**config.mk**
```make
export PLATFORM = sky130hd
export DESIGN_NAME = dtc_axis
export DESIGN_NICKNAME = d
export VERILOG_FILES = /design/src/rtl/dtc_pkg.sv /design/src/rtl/dtc_axis.sv
export SDC_FILE = /design/constraint.sdc
export NUM_CORES = 2
export LEC_CHECK = 0
export BUFFER_PORTS_ARGS = -buffer_cell sky130_fd_sc_hd__buf_2
export CAP_MARGIN = 25
export CORE_UTILIZATION = 45
export DETAILED_ROUTE_END_ITERATION = 8
export PLACE_DENSITY = 0.6
export SLEW_MARGIN = 20
export SYNTH_ARGS = -nofsm -noshare
export SYNTH_HDL_FRONTEND = slang
export SYNTH_SLANG_ARGS = --single-unit
```
**constraint.sdc**
```tcl
create_clock -name clk_i -period 16.8 [get_ports clk_i]
set_input_delay 1.68 -clock clk_i [delete_from_list [all_inputs] [get_ports clk_i]]
set_output_delay 1.68 -clock clk_i [all_outputs]
set_load 0.01 [all_outputs]
```
**src/rtl/dtc_pkg.sv**
```systemverilog
// Shared types, widths and register codes of the depth-to-colour pixel mapper.
package dtc_pkg;

  // Field and register widths
  localparam int PIX_W      = 10;
  localparam int DEPTH_W    = 16;
  localparam int CDW        = 14;
  localparam int CCW        = 15;
  localparam int RATIO_W    = 16;
  localparam int SHX_W      = 24;
  localparam int SHZ_W      = 13;
  localparam int CRD_W      = 11;

  // Fraction bits of the principal points and of the focal ratios
  localparam int PT_FRAC    = 4;
  localparam int RATIO_FRAC = 12;

  // Datapath widths
  localparam int Z_W     = DEPTH_W + 2;            // signed shifted depth
  localparam int ZU_W    = DEPTH_W + 1;            // shifted depth once known positive
  localparam int OFFS_W  = PIX_W + PT_FRAC + 1;    // signed pixel offset, Q.4
  localparam int PROD_W  = OFFS_W + RATIO_W;       // offset times ratio
  localparam int PD_W    = PROD_W + DEPTH_W;       // times depth
  localparam int CZ_W    = CCW + ZU_W;             // colour centre times z
  localparam int NUM_W   = PD_W + 1;               // full signed numerator
  localparam int DEN_SH  = PT_FRAC + RATIO_FRAC + 1;  // divisor is z << DEN_SH
  localparam int DIVD_W  = NUM_W + 1;              // 2|num| + den
  localparam int NQ_W    = DIVD_W - DEN_SH;        // dividend once divided by 2^DEN_SH
  localparam int Q_W     = CRD_W;                  // quotient bits kept
  localparam int REM_W   = ZU_W + Q_W;             // remainder after overflow check

  // Pipeline depths
  localparam int FRONT_LAT = 5;
  localparam int DIV_LAT   = Q_W + 1;

  // Configuration port
  localparam int CFG_IDX_W  = 3;
  localparam int CFG_DATA_W = SHX_W;

  typedef enum logic [CFG_IDX_W-1:0] {
    REG_DPT_CTR_X = 3'd0,
    REG_DPT_CTR_Y = 3'd1,
    REG_CLR_CTR_X = 3'd2,
    REG_CLR_CTR_Y = 3'd3,
    REG_RATIO_X   = 3'd4,
    REG_RATIO_Y   = 3'd5,
    REG_SHIFT_X   = 3'd6,
    REG_SHIFT_Z   = 3'd7
  } dtc_reg_e;

  // Register reset values
  localparam logic [CDW-1:0]            RST_DPT_CTR_X = 14'd4096;
  localparam logic [CDW-1:0]            RST_DPT_CTR_Y = 14'd3392;
  localparam logic [CCW-1:0]            RST_CLR_CTR_X = 15'd15360;
  localparam logic [CCW-1:0]            RST_CLR_CTR_Y = 15'd8640;
  localparam logic [RATIO_W-1:0]        RST_RATIO_X   = 16'd11878;
  localparam logic [RATIO_W-1:0]        RST_RATIO_Y   = 16'd11878;
  localparam logic signed [SHX_W-1:0]   RST_SHIFT_X   = 24'sd0;
  localparam logic signed [SHZ_W-1:0]   RST_SHIFT_Z   = 13'sd0;

  // Transaction payloads
  typedef struct packed {
    logic [PIX_W-1:0]   pixel_row;
    logic [PIX_W-1:0]   pixel_col;
    logic [DEPTH_W-1:0] depth_mm;
  } dtc_in_t;

  typedef struct packed {
    logic [CRD_W-1:0] colour_row;
    logic [CRD_W-1:0] colour_col;
    logic             hit;
  } dtc_out_t;

  // Control bits that travel with each item
  typedef struct packed {
    logic valid;
    logic miss;
  } dtc_tag_t;

  // Front end to divider
  typedef struct packed {
    dtc_tag_t        tag;
    logic            neg;
    logic [NQ_W-1:0] divd;
    logic [ZU_W-1:0] z;
  } dtc_divd_t;

  // Divider to output stage
  typedef struct packed {
    dtc_tag_t       tag;
    logic           neg;
    logic           ovf;
    logic [Q_W-1:0] q;
  } dtc_quot_t;

endpackage

```
**src/rtl/dtc_axis.sv**
```systemverilog
// One axis front end: pixel offset, three multiplies, numerator sum and rounding dividend.
module dtc_axis (
  input  logic                            clk_i,
  input  logic                            rst_ni,
  input  dtc_pkg::dtc_tag_t               tag_i,
  input  logic [dtc_pkg::PIX_W-1:0]       pix_i,
  input  logic [dtc_pkg::DEPTH_W-1:0]     depth_i,
  input  logic [dtc_pkg::ZU_W-1:0]        z_i,
  input  logic [dtc_pkg::CDW-1:0]         centre_d_i,
  input  logic [dtc_pkg::CCW-1:0]         centre_c_i,
  input  logic [dtc_pkg::RATIO_W-1:0]     ratio_i,
  input  logic signed [dtc_pkg::SHX_W-1:0] shift_i,
  output dtc_pkg::dtc_divd_t              divd_o
);
  import dtc_pkg::*;

  // Stage 1: signed offset from the depth principal point
  dtc_tag_t                   s1_tag_q;
  logic signed [OFFS_W-1:0]   s1_offs_q, s1_offs_d;
  logic [DEPTH_W-1:0]         s1_depth_q;
  logic [ZU_W-1:0]            s1_z_q;

  // Stage 2: offset times ratio, colour centre times z
  dtc_tag_t                   s2_tag_q;
  logic signed [PROD_W-1:0]   s2_prod_q, s2_prod_d;
  logic [CZ_W-1:0]            s2_cz_q, s2_cz_d;
  logic [DEPTH_W-1:0]         s2_depth_q;
  logic [ZU_W-1:0]            s2_z_q;

  // Stage 3: times depth
  dtc_tag_t                   s3_tag_q;
  logic signed [PD_W-1:0]     s3_pd_q, s3_pd_d;
  logic [CZ_W-1:0]            s3_cz_q;
  logic [ZU_W-1:0]            s3_z_q;

  // Stage 4: full numerator
  dtc_tag_t                   s4_tag_q;
  logic signed [NUM_W-1:0]    s4_num_q, s4_num_d;
  logic [ZU_W-1:0]            s4_z_q;
  logic signed [NUM_W-1:0]    pd_ext, sh_ext, cz_ext;

  // Stage 5: dividend 2|num| + den
  dtc_divd_t                  s5_q, s5_d;
  logic [DIVD_W-1:0]          two_num, den_ext, divd_full;
  logic                       neg;

  always_comb begin
    s1_offs_d = $signed({1'b0, pix_i, {PT_FRAC{1'b0}}}) - $signed({1'b0, centre_d_i});
    s2_prod_d = s1_offs_q * $signed({1'b0, ratio_i});
    s2_cz_d   = centre_c_i * s1_z_q;
    s3_pd_d   = s2_prod_q * $signed({1'b0, s2_depth_q});
  end

  // Sum the projected offset, the baseline term and the centre term
  always_comb begin
    pd_ext   = NUM_W'(s3_pd_q);
    sh_ext   = $signed({{(NUM_W-SHX_W-RATIO_FRAC){shift_i[SHX_W-1]}}, shift_i,
                        {RATIO_FRAC{1'b0}}});
    cz_ext   = $signed({{(NUM_W-CZ_W-RATIO_FRAC){1'b0}}, s3_cz_q, {RATIO_FRAC{1'b0}}});
    s4_num_d = pd_ext + sh_ext + cz_ext;
  end

  // Fold the sign into one adder: den + 2|num|, then drop the zero low bits of 2*den
  always_comb begin
    neg       = s4_num_q[NUM_W-1];
    two_num   = {s4_num_q, 1'b0};
    den_ext   = DIVD_W'({s4_z_q, {(DEN_SH-1){1'b0}}});
    divd_full = den_ext + (two_num ^ {DIVD_W{neg}}) + DIVD_W'(neg);
    s5_d.tag  = s4_tag_q;
    s5_d.neg  = neg;
    s5_d.divd = divd_full[DIVD_W-1:DEN_SH];
    s5_d.z    = s4_z_q;
  end

  // Advance all stages every cycle
  always_ff @(posedge clk_i or negedge rst_ni) begin
    if (!rst_ni) begin
      s1_tag_q   <= '0;
      s1_offs_q  <= '0;
      s1_depth_q <= '0;
      s1_z_q     <= '0;
      s2_tag_q   <= '0;
      s2_prod_q  <= '0;
      s2_cz_q    <= '0;
      s2_depth_q <= '0;
      s2_z_q     <= '0;
      s3_tag_q   <= '0;
      s3_pd_q    <= '0;
      s3_cz_q    <= '0;
      s3_z_q     <= '0;
      s4_tag_q   <= '0;
      s4_num_q   <= '0;
      s4_z_q     <= '0;
      s5_q       <= '0;
    end else begin
      s1_tag_q   <= tag_i;
      s1_offs_q  <= s1_offs_d;
      s1_depth_q <= depth_i;
      s1_z_q     <= z_i;
      s2_tag_q   <= s1_tag_q;
      s2_prod_q  <= s2_prod_d;
      s2_cz_q    <= s2_cz_d;
      s2_depth_q <= s1_depth_q;
      s2_z_q     <= s1_z_q;
      s3_tag_q   <= s2_tag_q;
      s3_pd_q    <= s3_pd_d;
      s3_cz_q    <= s2_cz_q;
      s3_z_q     <= s2_z_q;
      s4_tag_q   <= s3_tag_q;
      s4_num_q   <= s4_num_d;
      s4_z_q     <= s3_z_q;
      s5_q       <= s5_d;
    end
  end

  assign divd_o = s5_q;

endmodule

```
==> metrics.txt <==
run status=finished, final reports clean; Critical Path RT=~17 ns; setup tns final=0 ns; clock skew=0.0466 ns; # Max-Cap Violations=0; Synth area leaders=fa_1 (37%), dfrtp_1 (19%), ha_1 (10%); Area Growth Syn to Fin=7.80%; Root Driver=clkbuf_16; Register Area=between 9000 and 10000 µm²; XOR/XNOR share of the synthesized area=~3.5%; ys async rst share=100%; DR pass1 iterations=5; simple-gate share of the synthesized area=between 10% and 20%; hold buffers post-CTS=0; H-tree depth=2; Final Util=48.9%; main combinational cell family by area after synthesis=adder cells; post-synthesis compound-gate area fraction=under 10%; GP Congestion=0.853; fmax=~130 MHz; kind of critical path=primary input to register; Starting Density=45.4%; GRT Util Overall=21.3%; TritonCTS clock tree=built; Routed met3 length=5730 µm; Post-DP HPWL=83900 µm; clock sink total=around 370; share of cells above drive strength 1=6.03%; largest area contributor in the netlist=fa_1; maximum clock path buffer count=3; Final min period=7.61 ns; Slew headroom=between 40% and 50%; final hold slack=0.329 ns; wl on met1=around 47000 µm; yosys warns=0; worst r2r src=s2_depth_q[8]; fin. max-slew vios=0; unrepaired setup endpoints after global routing=no; DR vias=31800; NumNets Final=6199; core area=104000 µm²; area post-placement=49100 µm²; Routed WL per cell=between 15 and 20 µm; clock-pin slew on the worst setup and hold paths=0.06 ns; largest net degree at the start of global routing=99; fin crit share=45.3%; Post-synth EDFFs=0; vias in the first global route=33500; Worst Path Max Fanout=17; # IOs=168; Post-Syn Area=about 47000 µm²; share of the synthesized area in the top cell type=37.3%; Min-Delay Path Class=register to register; Worst setup startpoint=centre_c_i[0]; Seq/Total Area, Yosys=19.4%; Max Used Layer=met4; post-route ant nets=0; Slew @ Worst Pin=a little under 0.9 ns; R2R Setup Slk=9.34 ns; adder-cell area share of the yosys netlist=47.5%; PostCTS Resize Cnt=0; Startpoint Class=primary input; Design Area, Final=50700 µm²; Worst EP arrival=8.13 ns; row cnt=roughly 120; metal2 WL=52600 µm; FF-to-FF path depth=22; 1st-iter DRT viols=between 1500 and 2000; DR DRC count=0; clk_lat worst skew=0.65 ns; IO buf count=between 150 and 200; first-pass GRT wire length=179000 µm; total wire length=107000 µm; Die Width=about 330 µm; Synth Instances=approximately 4800; #FFs+latches synth=365; Die Footprint=106000 µm²; crit path capture=s2_cz_q[31]; Synthesized Nets=6135; critical path capture point type=register; r2r endpoint=s3_pd_q[45]; number of post-CTS setup repair buffers=0; synth unique cells=77; final setup vio count=0; number of antenna violations at the first check in global routing=7; Avg Vias per Cell=5.10; Num CTS Buffers=44; grt ovf=0; mux contribution to synthesized area=0.0665%; final hold violations=0; Fillers=9820; top_reg_cell synth=dfrtp_1; Vert. Die Dim=325 µm; syn_area_per_cell=9.89 µm²; area of the multi-input gates=33500 µm²
==> kinds of logic after synthesis <==
logic type | count (synthesis)
compound gates | 451
buf+inv | 1172
simple gates | 1320
mux | 3
flops | 365
xor+xnor | 188
fa+ha+maj | 1260
==> per-layer routing <==
| metal | vias to the layer above | track usage, % |
|---|---|---|
| met2 | 706 | 35.6 |
| li1 | 14500 | - |
| met1 | 16500 | 29.5 |
| met5 | - | 0 |
| met4 | 0 | 4.90 |
| met3 | 128 | 2.65 |
==> area by class of cell <==
cell class,instances,area share (%)
Multi-Input combinational cell,3222,66.0
Sequential cell,365,18.0
Inverter,1002,7.41
Tap cell,1380,3.40
Clock buffer,58,2.41
Timing Repair Buffer,188,2.07
Clock inverter,23,0.649
Antenna cell,4,0.0197
==> through the flow <==
step / instances / setup WS, ns
final: 6242 / 9.19
after global placement: 6153 / 8.65
after CTS: 6236 / 9.25
after detailed placement: 6155 / 8.54
after floorplan: 4759 / 9.32
after global routing: 6240 / 8.85
==> how the worst min path moves through the flow <==
| stage | start | end | cells past startpoint |
|---|---|---|---|
| finish | s2_cz_q[18] | s3_cz_q[18] | 0 |
| detailed placement | s1_depth_q[1] | s2_depth_q[1] | 0 |
| global route | s2_cz_q[18] | s3_cz_q[18] | 0 |
| global placement | s3_z_q[9] | s4_z_q[9] | 0 |
| floorplan | s4_tag_q[0] | divd_o[50] | 0 |
| CTS | s2_cz_q[18] | s3_cz_q[18] | 0 |
==> sequential cells by signal, indices dropped and copies added, names as in the netlist, 31 cells and up <==
signal,flops
divd_o,52
s2_cz_q,32
s2_prod_q,31
s3_cz_q,32
s3_pd_q,47
s4_num_q,48
==> critical path, stage by stage <==
cell     delay [ns]
buf_2          0.21
and2_1         0.20
fa_1           0.53
inv_1          0.06
fa_1           0.54
inv_1          0.05
fa_1           0.50
inv_1          0.06
fa_1           0.52
inv_1          0.05
fa_1           0.47
inv_1          0.05
fa_1           0.47
inv_1          0.04
ha_1           0.28
o21ai_0        0.18
o32a_1         0.45
a41oi_1        0.42
a41oi_1        0.28
o41ai_1        0.73
and4_1         0.28
nor3_1         0.05
==> placed cells by master, fill, tap and decap left out, types with 6 or more instances in the layout <==
cell type	Yosys	final
and3_1	12	12
a41oi_1	8	8
clkbuf_1	163	7
xnor2_1	125	125
a31o_2	6	6
and2_1	474	474
nor2_1	104	104
nor4_1	9	9
o211ai_1	6	6
o21bai_1	21	21
buf_2	0	166
xor2_1	63	63
ha_1	383	383
fa_1	877	877
a21o_1	76	76
inv_1	1001	1001
dfrtp_2	0	6
clkbuf_16	0	44
a21oi_1	138	138
nand4_1	12	12
nand2b_1	23	23
nor3_1	23	23
nor2b_1	13	13
o21ai_0	77	77
nand2_1	586	586
a211oi_1	13	13
dfrtp_1	365	359
nand3_1	31	31
clkinv_2	0	8
buf_4	2	17
o21a_1	23	23
a21boi_0	9	9
a31oi_1	21	21
clkbuf_8	0	7
==> synth_stat cells (all sizes together), types with 5 or more instances <==
cell    instances
inv          1001
fa            877
nand2         586
and2          474
ha            383
dfrtp         365
clkbuf        163
a21oi         138
xnor2         125
nor2          104
a21o           79
o21ai          79
xor2           63
nand3          31
nand2b         23
nor3           23
o21a           23
a31oi          21
o21bai         21
a211oi         13
and3           13
nor2b          13
nand4          12
a21boi          9
nor4            9
a41oi           8
buf             7
a31o            6
and4            6
o211ai          6
o41ai           6
or3             6
or4             5
Power is not shown: default switching activity piles up to over one toggle a cycle in this logic, so the estimate is an artifact.
