--- src/rtl/dtc_pkg.sv ---
// Shared types, widths and register codes of the depth-to-colour pixel mapper.
package dtc_pkg;

  // Field and register widths
  localparam int PIX_W      = 10;
  localparam int DEPTH_W    = 16;
  localparam int CDW        = 14;
  localparam int CCW        = 15;
  localparam int RATIO_W    = 16;
  localparam int SHX_W      = 24;
  localparam int SHZ_W      = 13;
  localparam int CRD_W      = 11;

  // Fraction bits of the principal points and of the focal ratios
  localparam int PT_FRAC    = 4;
  localparam int RATIO_FRAC = 12;

  // Datapath widths
  localparam int Z_W     = DEPTH_W + 2;            // signed shifted depth
  localparam int ZU_W    = DEPTH_W + 1;            // shifted depth once known positive
  localparam int OFFS_W  = PIX_W + PT_FRAC + 1;    // signed pixel offset, Q.4
  localparam int PROD_W  = OFFS_W + RATIO_W;       // offset times ratio
  localparam int PD_W    = PROD_W + DEPTH_W;       // times depth
  localparam int CZ_W    = CCW + ZU_W;             // colour centre times z
  localparam int NUM_W   = PD_W + 1;               // full signed numerator
  localparam int DEN_SH  = PT_FRAC + RATIO_FRAC + 1;  // divisor is z << DEN_SH
  localparam int DIVD_W  = NUM_W + 1;              // 2|num| + den
  localparam int NQ_W    = DIVD_W - DEN_SH;        // dividend once divided by 2^DEN_SH
  localparam int Q_W     = CRD_W;                  // quotient bits kept
  localparam int REM_W   = ZU_W + Q_W;             // remainder after overflow check

  // Pipeline depths
  localparam int FRONT_LAT = 5;
  localparam int DIV_LAT   = Q_W + 1;

  // Configuration port
  localparam int CFG_IDX_W  = 3;
  localparam int CFG_DATA_W = SHX_W;

  typedef enum logic [CFG_IDX_W-1:0] {
    REG_DPT_CTR_X = 3'd0,
    REG_DPT_CTR_Y = 3'd1,
    REG_CLR_CTR_X = 3'd2,
    REG_CLR_CTR_Y = 3'd3,
    REG_RATIO_X   = 3'd4,
    REG_RATIO_Y   = 3'd5,
    REG_SHIFT_X   = 3'd6,
    REG_SHIFT_Z   = 3'd7
  } dtc_reg_e;

  // Register reset values
  localparam logic [CDW-1:0]            RST_DPT_CTR_X = 14'd4096;
  localparam logic [CDW-1:0]            RST_DPT_CTR_Y = 14'd3392;
  localparam logic [CCW-1:0]            RST_CLR_CTR_X = 15'd15360;
  localparam logic [CCW-1:0]            RST_CLR_CTR_Y = 15'd8640;
  localparam logic [RATIO_W-1:0]        RST_RATIO_X   = 16'd11878;
  localparam logic [RATIO_W-1:0]        RST_RATIO_Y   = 16'd11878;
  localparam logic signed [SHX_W-1:0]   RST_SHIFT_X   = 24'sd0;
  localparam logic signed [SHZ_W-1:0]   RST_SHIFT_Z   = 13'sd0;

  // Transaction payloads
  typedef struct packed {
    logic [PIX_W-1:0]   pixel_row;
    logic [PIX_W-1:0]   pixel_col;
    logic [DEPTH_W-1:0] depth_mm;
  } dtc_in_t;

  typedef struct packed {
    logic [CRD_W-1:0] colour_row;
    logic [CRD_W-1:0] colour_col;
    logic             hit;
  } dtc_out_t;

  // Control bits that travel with each item
  typedef struct packed {
    logic valid;
    logic miss;
  } dtc_tag_t;

  // Front end to divider
  typedef struct packed {
    dtc_tag_t        tag;
    logic            neg;
    logic [NQ_W-1:0] divd;
    logic [ZU_W-1:0] z;
  } dtc_divd_t;

  // Divider to output stage
  typedef struct packed {
    dtc_tag_t       tag;
    logic           neg;
    logic           ovf;
    logic [Q_W-1:0] q;
  } dtc_quot_t;

endpackage

--- src/rtl/dtc_div.sv ---
// Pipelined restoring divider: overflow check, then one quotient bit per stage.
module dtc_div (
  input  logic               clk_i,
  input  logic               rst_ni,
  input  dtc_pkg::dtc_divd_t divd_i,
  output dtc_pkg::dtc_quot_t quot_o
);
  import dtc_pkg::*;

  typedef struct packed {
    dtc_tag_t         tag;
    logic             neg;
    logic             ovf;
    logic [ZU_W-1:0]  z;
    logic [REM_W-1:0] rem;
    logic [Q_W-1:0]   q;
  } dstg_t;

  dstg_t            stg_q [0:Q_W];
  dstg_t            stg_d [0:Q_W];
  logic [REM_W-1:0] cand  [0:Q_W-1];

  // Flag quotients that do not fit and keep the low remainder bits
  always_comb begin
    stg_d[0].tag = divd_i.tag;
    stg_d[0].neg = divd_i.neg;
    stg_d[0].ovf = divd_i.divd >= NQ_W'({divd_i.z, {Q_W{1'b0}}});
    stg_d[0].z   = divd_i.z;
    stg_d[0].rem = divd_i.divd[REM_W-1:0];
    stg_d[0].q   = '0;
  end

  // Subtract the shifted divisor where it fits, most significant bit first
  for (genvar k = 0; k < Q_W; k++) begin : g_step
    localparam int BitPos = Q_W - 1 - k;
    always_comb begin
      cand[k]    = REM_W'(stg_q[k].z) << BitPos;
      stg_d[k+1] = stg_q[k];
      if (stg_q[k].rem >= cand[k]) begin
        stg_d[k+1].rem       = stg_q[k].rem - cand[k];
        stg_d[k+1].q[BitPos] = 1'b1;
      end
    end
  end

  // Advance every stage
  for (genvar k = 0; k <= Q_W; k++) begin : g_reg
    always_ff @(posedge clk_i or negedge rst_ni) begin
      if (!rst_ni) begin
        stg_q[k] <= '0;
      end else begin
        stg_q[k] <= stg_d[k];
      end
    end
  end

  assign quot_o.tag = stg_q[Q_W].tag;
  assign quot_o.neg = stg_q[Q_W].neg;
  assign quot_o.ovf = stg_q[Q_W].ovf;
  assign quot_o.q   = stg_q[Q_W].q;

endmodule

--- config.mk ---
export PLATFORM = sky130hd
export DESIGN_NAME = dtc_div
export DESIGN_NICKNAME = d
export VERILOG_FILES = /design/src/rtl/dtc_pkg.sv /design/src/rtl/dtc_div.sv
export SDC_FILE = /design/constraint.sdc
export NUM_CORES = 1
export LEC_CHECK = 0
export ABC_AREA = 0
export BUFFER_PORTS_ARGS = -buffer_cell sky130_fd_sc_hd__buf_4
export CAP_MARGIN = 20
export CORE_UTILIZATION = 30
export CTS_BUF_LIST = sky130_fd_sc_hd__clkbuf_8
export CTS_CLUSTER_DIAMETER = 120
export DETAILED_ROUTE_END_ITERATION = 6
export PLACE_DENSITY = 0.56
export REMOVE_ABC_BUFFERS = 1
export SLEW_MARGIN = 20
export SYNTH_ARGS = -nofsm -noshare
export SYNTH_HDL_FRONTEND = slang
export SYNTH_SLANG_ARGS = --single-unit
--- constraint.sdc ---
create_clock -name clk_i -period 3.03 [get_ports clk_i]
set_input_delay 0.606 -clock clk_i [delete_from_list [all_inputs] [get_ports clk_i]]
set_output_delay 0.606 -clock clk_i [all_outputs]
set_load 0.02 [all_outputs]
==> flow_summary.json, run 1 <==
{
  "pwr-share-seq_pct": 36.7,
  "syn_area_per_cell_um2": 10.8,
  "drt_iter0_markers": 1046,
  "clkPwrFrac_pct": 23.8,
  "ys_types": 78,
  "crit_required_ps": 3670,
  "fin_hold_ws_ps": 282,
  "syn-cell-area_um2": 28300,
  "instances_no_fill": 4221,
  "seq_area_frac_synth_pct": 53.9,
  "r2r_start": "stg_q[437]",
  "tightest_slew_ps": 575,
  "rows": 112,
  "multi_input_area_um2": 11800,
  "dp_hpwl_um": 42900,
  "crit_end": "stg_q[395]",
  "drc": 0,
  "ys_warn_count": 0,
  "fmaxAchievable_ghz": 0.346,
  "synth_ff_type": "dfrtp_1",
  "r2r_cells": 13,
  "fin_tns_setup_ps": 0,
  "post-route-min-period_ps": 2890,
  "ctsLongestPathBuffers": 3,
  "track_usage_pct": 12.3,
  "yosysTopAreaCell": "dfrtp_1",
  "hold_violations": 0,
  "p_int_mw": 19.8,
  "finalWirelength_um": 56900,
  "ff_latch_area_um2": 15200,
  "synth_edf_count": 0,
  "die_y_um": 309,
  "critPathMaxFanout": 3,
  "io_pins": 69,
  "place_congestion": 0.849,
  "vias": 19100,
  "die_w_um": 309,
  "setup_viol": 0,
  "max_cap_viol_count": 0,
  "p_sw_share_pct": 35.5,
  "syn_inst": 2619,
  "drv_slew": 0,
  "cp_data_arrival_time_ps": 3530,
  "critPathCaptureType": "flop",
  "place_ws_ps": -58.2,
  "fillCellCount": 9361,
  "grt_pass1_vias": 20000,
  "die_area_um2": 95500,
  "worstReg2RegEnd": "stg_q[395]",
  "syn_to_final_growth_pct": 19.2,
  "cp-startpoint": "stg_q[437]",
  "initial_utilization_pct": 30.3,
  "crit_type": "flop to flop",
  "p_total_mw": 30.7,
  "cts_sinks": 609,
  "synth.most_common_cell": "dfrtp_1",
  "clock-skew-final_ps": 42.0,
  "drive_gt1_share_pct": 14.5,
  "wl_per_cell_um": 13.5,
  "htree_levels": 3,
  "outcome": "completed",
  "netlist_top_cells_area": "dfrtp_1 (54%), ha_1 (9.0%), inv_1 (3.5%)",
  "startpoint_type": "flop",
  "synthTopCellsByCount": "dfrtp_1 (609), inv_1 (265), ha_1 (204), nand2_1 (192), a21oi_1 (184)",
  "first_pass_iters": 5,
  "setup_ws_ps": 139,
  "combPwrFrac_pct": 39.5,
  "grt.overflow.total": 0,
  "grt_max_degree": 85,
  "synth_top_area_share_pct": 53.9,
  "cts_tree": "done",
  "portBuffers": 68,
  "finalNetCount": 3156,
  "antenna_found_initial": 1,
  "ir_drop_mv": 0.371,
  "cts-root-buf": "clkbuf_8",
  "yosys_register_bits": 609,
  "ant_nets": 0,
  "via_per_inst": 4.52,
  "min_path_type": "primary input to flop",
  "r2r_slack_ps": 140,
  "p_sw_mw": 10.9,
  "path_clk_slew_ps": 60,
  "core_um2": 93300,
  "p_per_area_nw_per_um2": 910,
  "worstSkewPairLatency_ps": 730,
  "ys_async_sr_fraction_pct": 100,
  "leakage_nw": 15.6,
  "cts_buffers": 101,
  "relSlewSlack_pct": 61.1,
  "grt_pass1_wl_um": 95600,
  "fin_crit_sh_pct": 95.4,
  "dp_cells": 3984
}
worst min path at each step:
stage | start | end | slack [ps] | cells after the start
5_1_grt | divd_i[45] | stg_d[656] | 240 | 4
4_1_cts | divd_i[45] | stg_d[656] | 220 | 4
3_3_place_gp | stg_d[419] | stg_d[359] | 330 | 0
3_5_place_dp | stg_d[184] | stg_d[124] | 330 | 0
2_1_floorplan | rst_ni | cand[0] | 310 | 0
6_report | divd_i[45] | stg_d[656] | 280 | 4
power by group through the flow:
stage          Sequential, mW  Clock (mW)  Combinational [mW]
2_1_floorplan            11.0           0                8.86
5_1_grt                  11.5        8.02                13.6
3_3_place_gp             11.4           0                11.8
4_1_cts                  11.3        7.64                12.0
3_5_place_dp             11.4           0                11.9
6_report                 11.3        7.30                12.1
metrics by stage:
step                      instance area [um2]  util (%)
final                                   33700      36.1
after global routing                    33700      36.1
after CTS                               33500      35.9
after detailed placement                30900      33.2
after global placement                  30900      33.2
after floorplan                         27900         -
area by class of cell:
type	instances	area share, %
flip-flops and latches	609	45.2
multi-input cells	1671	35.0
repair buffers	237	5.85
clock buffers	130	5.31
well taps	1254	4.66
inverters	268	3.00
clock inverters	51	0.962
diodes	1	0.00743
timing repair:
item,in CTS,in global routing
cloned,0,1
endpoints found under the setup margin,1,63
endpoints found under the hold margin,92,0
buffers inserted,0,5
pin swaps,1,9
hold buffers,49,0
resized for setup,2,33
routing by layer:
metal / vias to the layer above / track usage [%] / routed length, um
li1: 9564 / - / -
met1: 8960 / 13.6 / 23700
met2: 391 / 22.1 / 28700
met3: 158 / 2.69 / 2190
met4: 0 / 6.03 / 2390
met5: - / 0 / 0
placed cells by master (no fill, tap or decap), types with 29 or more instances in the layout:
| cell type | count |
|---|---|
| dfrtp_1 | 609 |
| inv_1 | 294 |
| ha_1 | 203 |
| nand2_1 | 191 |
| buf_4 | 180 |
| a21oi_1 | 179 |
| nor2_1 | 149 |
| o21ai_0 | 133 |
| clkbuf_8 | 130 |
| xnor2_1 | 92 |
| xor2_1 | 85 |
| a21o_1 | 81 |
| dlygate4sd3_1 | 49 |
| nor3_1 | 42 |
| nand3_1 | 35 |
| o21a_1 | 33 |
| mux2_2 | 32 |
| nor2b_1 | 29 |
| a31oi_1 | 29 |
cells by family (layout without fill, tap and decap cells):
| family | after synthesis | after routing | synth area share, % |
|---|---|---|---|
| AO/OA/AOI/OAI | 614 | 614 | 13.6 |
| XOR/XNOR | 177 | 177 | 5.48 |
| adder cells (fa/ha/maj) | 214 | 214 | 9.73 |
| buffers and inverters | 339 | 686 | 4.87 |
| flip-flops | 609 | 609 | 53.9 |
| multiplexers | 34 | 34 | 1.34 |
| other | 0 | 1 | 0 |
| AND/OR/NAND/NOR | 632 | 632 | 11.1 |
flip-flops by register name (all words and copies together) (netlist names):
name / count
stg_q: 308
cand: 187
stg_d: 99
quot_o: 15
critical path, stage by stage (launching register included):
cell       delay (ps)
dfrtp_1           370
inv_1              70
ha_1              180
inv_1              60
fa_1              400
a21o_1            190
a21oi_2           170
o21ai_1           110
a21o_1            220
a21oi_2           200
o21ai_0           120
a2111oi_1         390
buf_4             180
xor2_1            130
(Power assumes the default switching activity.)
==> run 2, diff against run 1 <==
==> constraint.sdc (replaced) <==
create_clock -name clk_i -period 2.76 [get_ports clk_i]
set_input_delay 0.552 -clock clk_i [delete_from_list [all_inputs] [get_ports clk_i]]
set_output_delay 0.552 -clock clk_i [all_outputs]
set_load 0.02 [all_outputs]
==> flow_summary.json, run 2 (same netlist as run 1, synthesis figures left out) <==
{
  "outcome": "completed",
  "r2r_slack_ps": 30,
  "p_per_area_nw_per_um2": 993,
  "io_pins": 69,
  "tightest_slew_ps": 738,
  "critPathMaxFanout": 2,
  "place_ws_ps": -190,
  "crit_top_cell": "buf_4",
  "layout_commonest_cell": "dfrtp_1",
  "critPathCaptureType": "flop",
  "die_y_um": 309,
  "via_per_inst": 4.51,
  "fin_tns_setup_ps": 0,
  "ff_latch_area_um2": 15200,
  "fillCellCount": 9170,
  "slowest_delay_ps": 430,
  "final_cell_mix": "dfrtp_1 (609), buf_4 (327), inv_1 (292)",
  "htree_levels": 3,
  "syn_to_final_growth_pct": 25.9,
  "finalWirelength_um": 59200,
  "grt.overflow.total": 0,
  "portBuffers": 68,
  "post-route-min-period_ps": 2730,
  "ir_drop_mv": 0.388,
  "vias": 19800,
  "setup_ws_ps": 31.4,
  "design_area_um2": 35600,
  "dpl_cell_area_um2": 32200,
  "startpoint_type": "flop",
  "ctsLongestPathBuffers": 3,
  "largest_register": "stg_q",
  "track_usage_pct": 12.5,
  "crit_required_ps": 3350,
  "grt_max_degree": 96,
  "cts_tree": "done",
  "leakage_nw": 16.5,
  "worstSkewPairLatency_ps": 710,
  "rows": 112,
  "place_congestion": 0.891,
  "die_area_um2": 95500,
  "cp_slowest_cell": "or3b_4",
  "setup_viol": 0,
  "cts-root-buf": "clkbuf_8",
  "dp_hpwl_um": 44800,
  "largest_reg_flops": 308,
  "wl_per_cell_um": 13.5,
  "core_um2": 93300,
  "cp_data_arrival_time_ps": 3320,
  "rsz0062_at_grt": "true",
  "finalNetCount": 3318,
  "min_path_type": "primary input to flop",
  "relSlewSlack_pct": 50.4,
  "first_pass_iters": 5,
  "fmaxAchievable_ghz": 0.366,
  "antenna_found_initial": 1,
  "crit_type": "flop to flop",
  "path_clk_slew_ps": 50,
  "grt_pass1_vias": 20600,
  "hold_violations": 0,
  "cts_sinks": 609,
  "grt_pass1_wl_um": 97400,
  "drv_slew": 0,
  "ant_nets": 0,
  "path_cells": "ha_1, nor4bb_4, buf_4, a31oi_1, nand4_1, a41oi_2, buf_4, nor4_4, or3b_4, xnor2_2",
  "fin_crit_sh_pct": 98.9,
  "multi_input_area_um2": 12300,
  "max_cap_viol_count": 0,
  "clock-skew-final_ps": 31.2,
  "drt_iter0_markers": 979,
  "fin_hold_ws_ps": 206,
  "cts_buffers": 101,
  "die_w_um": 309,
  "initial_utilization_pct": 30.3,
  "drive_gt1_share_pct": 21.5,
  "p_total_mw": 35.4,
  "drc": 0
}
[run 2: cell type report]
type	instances	share of cell area [%]
multi-input combinational	1671	34.5
clock inverter	58	1.12
sequential	609	42.8
timing repair buffer	399	9.38
inverter	268	2.85
tap	1254	4.41
clock buffer	126	4.87
antenna	2	0.0141
[run 2: path summary, 6_finish.rpt]
check,cells after the start,from,endpoint
max in group asynchronous,3,rst_ni,stg_q[97]
hold / removal,4,divd_i[45],stg_d[656]
hold reg to reg,0,stg_d[598],stg_d[538]
min in group asynchronous,2,rst_ni,stg_d[238]
setup / recovery,10,stg_q[378],stg_q[337]
setup reg to reg,10,stg_q[378],stg_q[337]
[run 2: power by group]
group | internal [mW] | switching, mW
Combinational | 7.20 | 7.69
Sequential | 11.1 | 1.32
Clock | 4.51 | 3.57
Total | 22.8 | 12.6
[run 2: worst max-delay path, delay by kind of cell, from the launching register on]
family / cells / cell delay (ps)
simple gates: 4 / 1220
flops: 1 / 390
fa+ha+maj: 1 / 320
buf+inv: 2 / 320
compound gates: 2 / 240
xor+xnor: 1 / 140
[run 2: stage by stage]
step | cells | util (%)
2_1_floorplan | 2548 | -
3_3_place_gp | 4136 | 34.5
3_5_place_dp | 4136 | 34.5
4_1_cts | 4371 | 37.5
5_1_grt | 4387 | 38.1
6_report | 4387 | 38.1
[run 2: what timing repair did]
item / in CTS / in global routing
pin swaps: 16 / 57
setup buffers: 2 / 14
resized for setup: 39 / 116
endpoints found under the hold margin: 93 / 0
setup endpoints to repair: 66 / 159
hold buffers: 49 / 0
gates cloned: 0 / 0
[run 2: metal layers]
metal  global-route usage (%)  up-vias  wire (um)
met5                        0        -          0
met4                     6.34        0       2770
met3                     2.30      178       1810
met2                     23.0      334      30500
met1                     13.8     9349      24200
li1                         -     9913          -
==> run 3, diff against run 2 <==
--- a/config.mk
+++ b/config.mk
@@ -8,11 +8,11 @@
 export ABC_AREA = 0
 export BUFFER_PORTS_ARGS = -buffer_cell sky130_fd_sc_hd__buf_4
 export CAP_MARGIN = 20
-export CORE_UTILIZATION = 30
+export CORE_UTILIZATION = 45
 export CTS_BUF_LIST = sky130_fd_sc_hd__clkbuf_8
 export CTS_CLUSTER_DIAMETER = 120
 export DETAILED_ROUTE_END_ITERATION = 6
-export PLACE_DENSITY = 0.56
+export PLACE_DENSITY = 0.73
 export REMOVE_ABC_BUFFERS = 1
 export SLEW_MARGIN = 20
 export SYNTH_ARGS = -nofsm -noshare
==> flow_summary.json, run 3 (same netlist as run 1, synthesis figures left out) <==
{
  "tightest_slew_ps": 570,
  "p_per_area_nw_per_um2": 1030,
  "syn_to_final_growth_pct": 24.3,
  "portBuffers": 68,
  "cp_top_family": "simple AND/OR/NAND/NOR gates",
  "design_area_um2": 35200,
  "max_cap_viol_count": 0,
  "relSlewSlack_pct": 61.6,
  "drive_gt1_share_pct": 22.5,
  "wl_per_cell_um": 16.6,
  "ant_nets": 0,
  "clkPwrFrac_pct": 21.3,
  "drv_slew": 0,
  "slowest_delay_ps": 420,
  "fin_crit_sh_pct": 99.6,
  "antenna_found_initial": 0,
  "cts_buffers": 98,
  "place_congestion": 0.924,
  "finalNetCount": 3327,
  "p_int_mw": 22.9,
  "ctsLongestPathBuffers": 3,
  "vias": 20600,
  "dp_cells": 3712,
  "cts_sinks": 609,
  "clock-skew-final_ps": 36.3,
  "hold_violations": 0,
  "track_usage_pct": 20.9,
  "setup_ws_ps": 11.7,
  "dpl_cell_area_um2": 31600,
  "post-route-min-period_ps": 2750,
  "startpoint_type": "flop",
  "cp_slowest_cell": "or3b_4",
  "instances_no_fill": 3971,
  "crit_required_ps": 3310,
  "crit_type": "flop to flop",
  "worstSkewPairLatency_ps": 700,
  "path_cells": "ha_1, and3_4, and2_4, a31oi_2, nand4_1, a41oi_2, buf_4, nor4_4, or3b_4, xnor2_2",
  "cts_tree": "done",
  "grt_pass1_vias": 22100,
  "core_um2": 61900,
  "min_path_type": "primary input to flop",
  "largest_register": "stg_q",
  "fin_tns_setup_ps": 0,
  "first_pass_iters": 5,
  "path_clk_slew_ps": 60,
  "p_total_mw": 36.1,
  "grt_max_degree": 93,
  "final_util_pct": 56.8,
  "p_sw_share_pct": 36.7,
  "die_y_um": 253,
  "setup_viol": 0,
  "place_ws_ps": -402,
  "finalWirelength_um": 65900,
  "largest_reg_flops": 308,
  "rsz0062_at_grt": "true",
  "critPathMaxFanout": 4,
  "fmaxAchievable_ghz": 0.364,
  "p_sw_mw": 13.2,
  "leakage_nw": 16.5,
  "htree_levels": 3,
  "combPwrFrac_pct": 44.1,
  "io_pins": 69,
  "drt_iter0_markers": 978,
  "critPathCaptureType": "flop",
  "ir_drop_mv": 0.528,
  "final_cell_mix": "dfrtp_1 (609), buf_4 (340), inv_1 (285)",
  "rows": 91,
  "grt_pass1_wl_um": 106000,
  "cp_data_arrival_time_ps": 3300,
  "pwr-share-seq_pct": 34.6,
  "path_buf_inv": 1,
  "via_per_inst": 5.20,
  "dp_hpwl_um": 48300,
  "antenna-diode-count": 0,
  "die_w_um": 253,
  "cts-root-buf": "clkbuf_8",
  "grt.overflow.total": 0,
  "drc": 0,
  "fillCellCount": 5034,
  "outcome": "completed",
  "fin_hold_ws_ps": 270,
  "initial_utilization_pct": 45.7,
  "die_area_um2": 63900,
  "layout_commonest_cell": "dfrtp_1"
}
run 3: what timing repair did:
item | in CTS | in global routing
pin swaps | 29 | 64
endpoints found under the setup margin | 108 | 149
setup buffers | 9 | 26
hold buffers | 49 | 0
gates cloned | 0 | 2
resized for setup | 76 | 127
endpoints found under the hold margin | 87 | 0
run 3: power groups by stage:
stage / clock network [mW] / registers (mW) / logic, mW
2_1_floorplan: 0 / 12.1 / 9.73
3_3_place_gp: 0 / 12.5 / 14.1
3_5_place_dp: 0 / 12.6 / 14.5
4_1_cts: 7.90 / 12.4 / 15.0
5_1_grt: 8.35 / 12.7 / 17.6
6_report: 7.69 / 12.5 / 15.9
run 3: final timing paths:
path | start | end | slack [ps] | cells after the start
min in group asynchronous | rst_ni | cand[5] | 420 | 2
worst max-delay path | stg_q[379] | stg_q[337] | 10 | 10
max in group asynchronous | rst_ni | cand[296] | 1470 | 3
worst min register to register | stg_d[430] | stg_d[370] | 330 | 0
worst max register to register | stg_q[379] | stg_q[337] | 10 | 10
worst min-delay path | divd_i[45] | stg_d[656] | 270 | 4
run 3: tightest hold or removal path: cells and delay by family:
kind | cells | cell delay, ps
AOI/OAI and AO/OA | 2 | 120
buffers and inverters | 2 | 230
run 3: final cells by class:
| cell class | count | area [um2] | area share (%) |
|---|---|---|---|
| clock buffer | 126 | 1730 | 4.93 |
| clock inverter | 49 | 268 | 0.762 |
| inverter | 268 | 1010 | 2.89 |
| multi-input combinational | 1671 | 12500 | 35.5 |
| sequential | 609 | 15200 | 43.4 |
| tap | 837 | 1050 | 2.98 |
| timing repair buffer | 411 | 3380 | 9.60 |
run 3: layer usage:
layer  GRT usage, %  wire, um  vias to the layer above
met5              0         0                        -
met4           11.9      3740                        0
met3           3.38      1990                      226
met2           40.6     36300                      484
met1           20.6     23800                    10000
li1               -         -                     9901
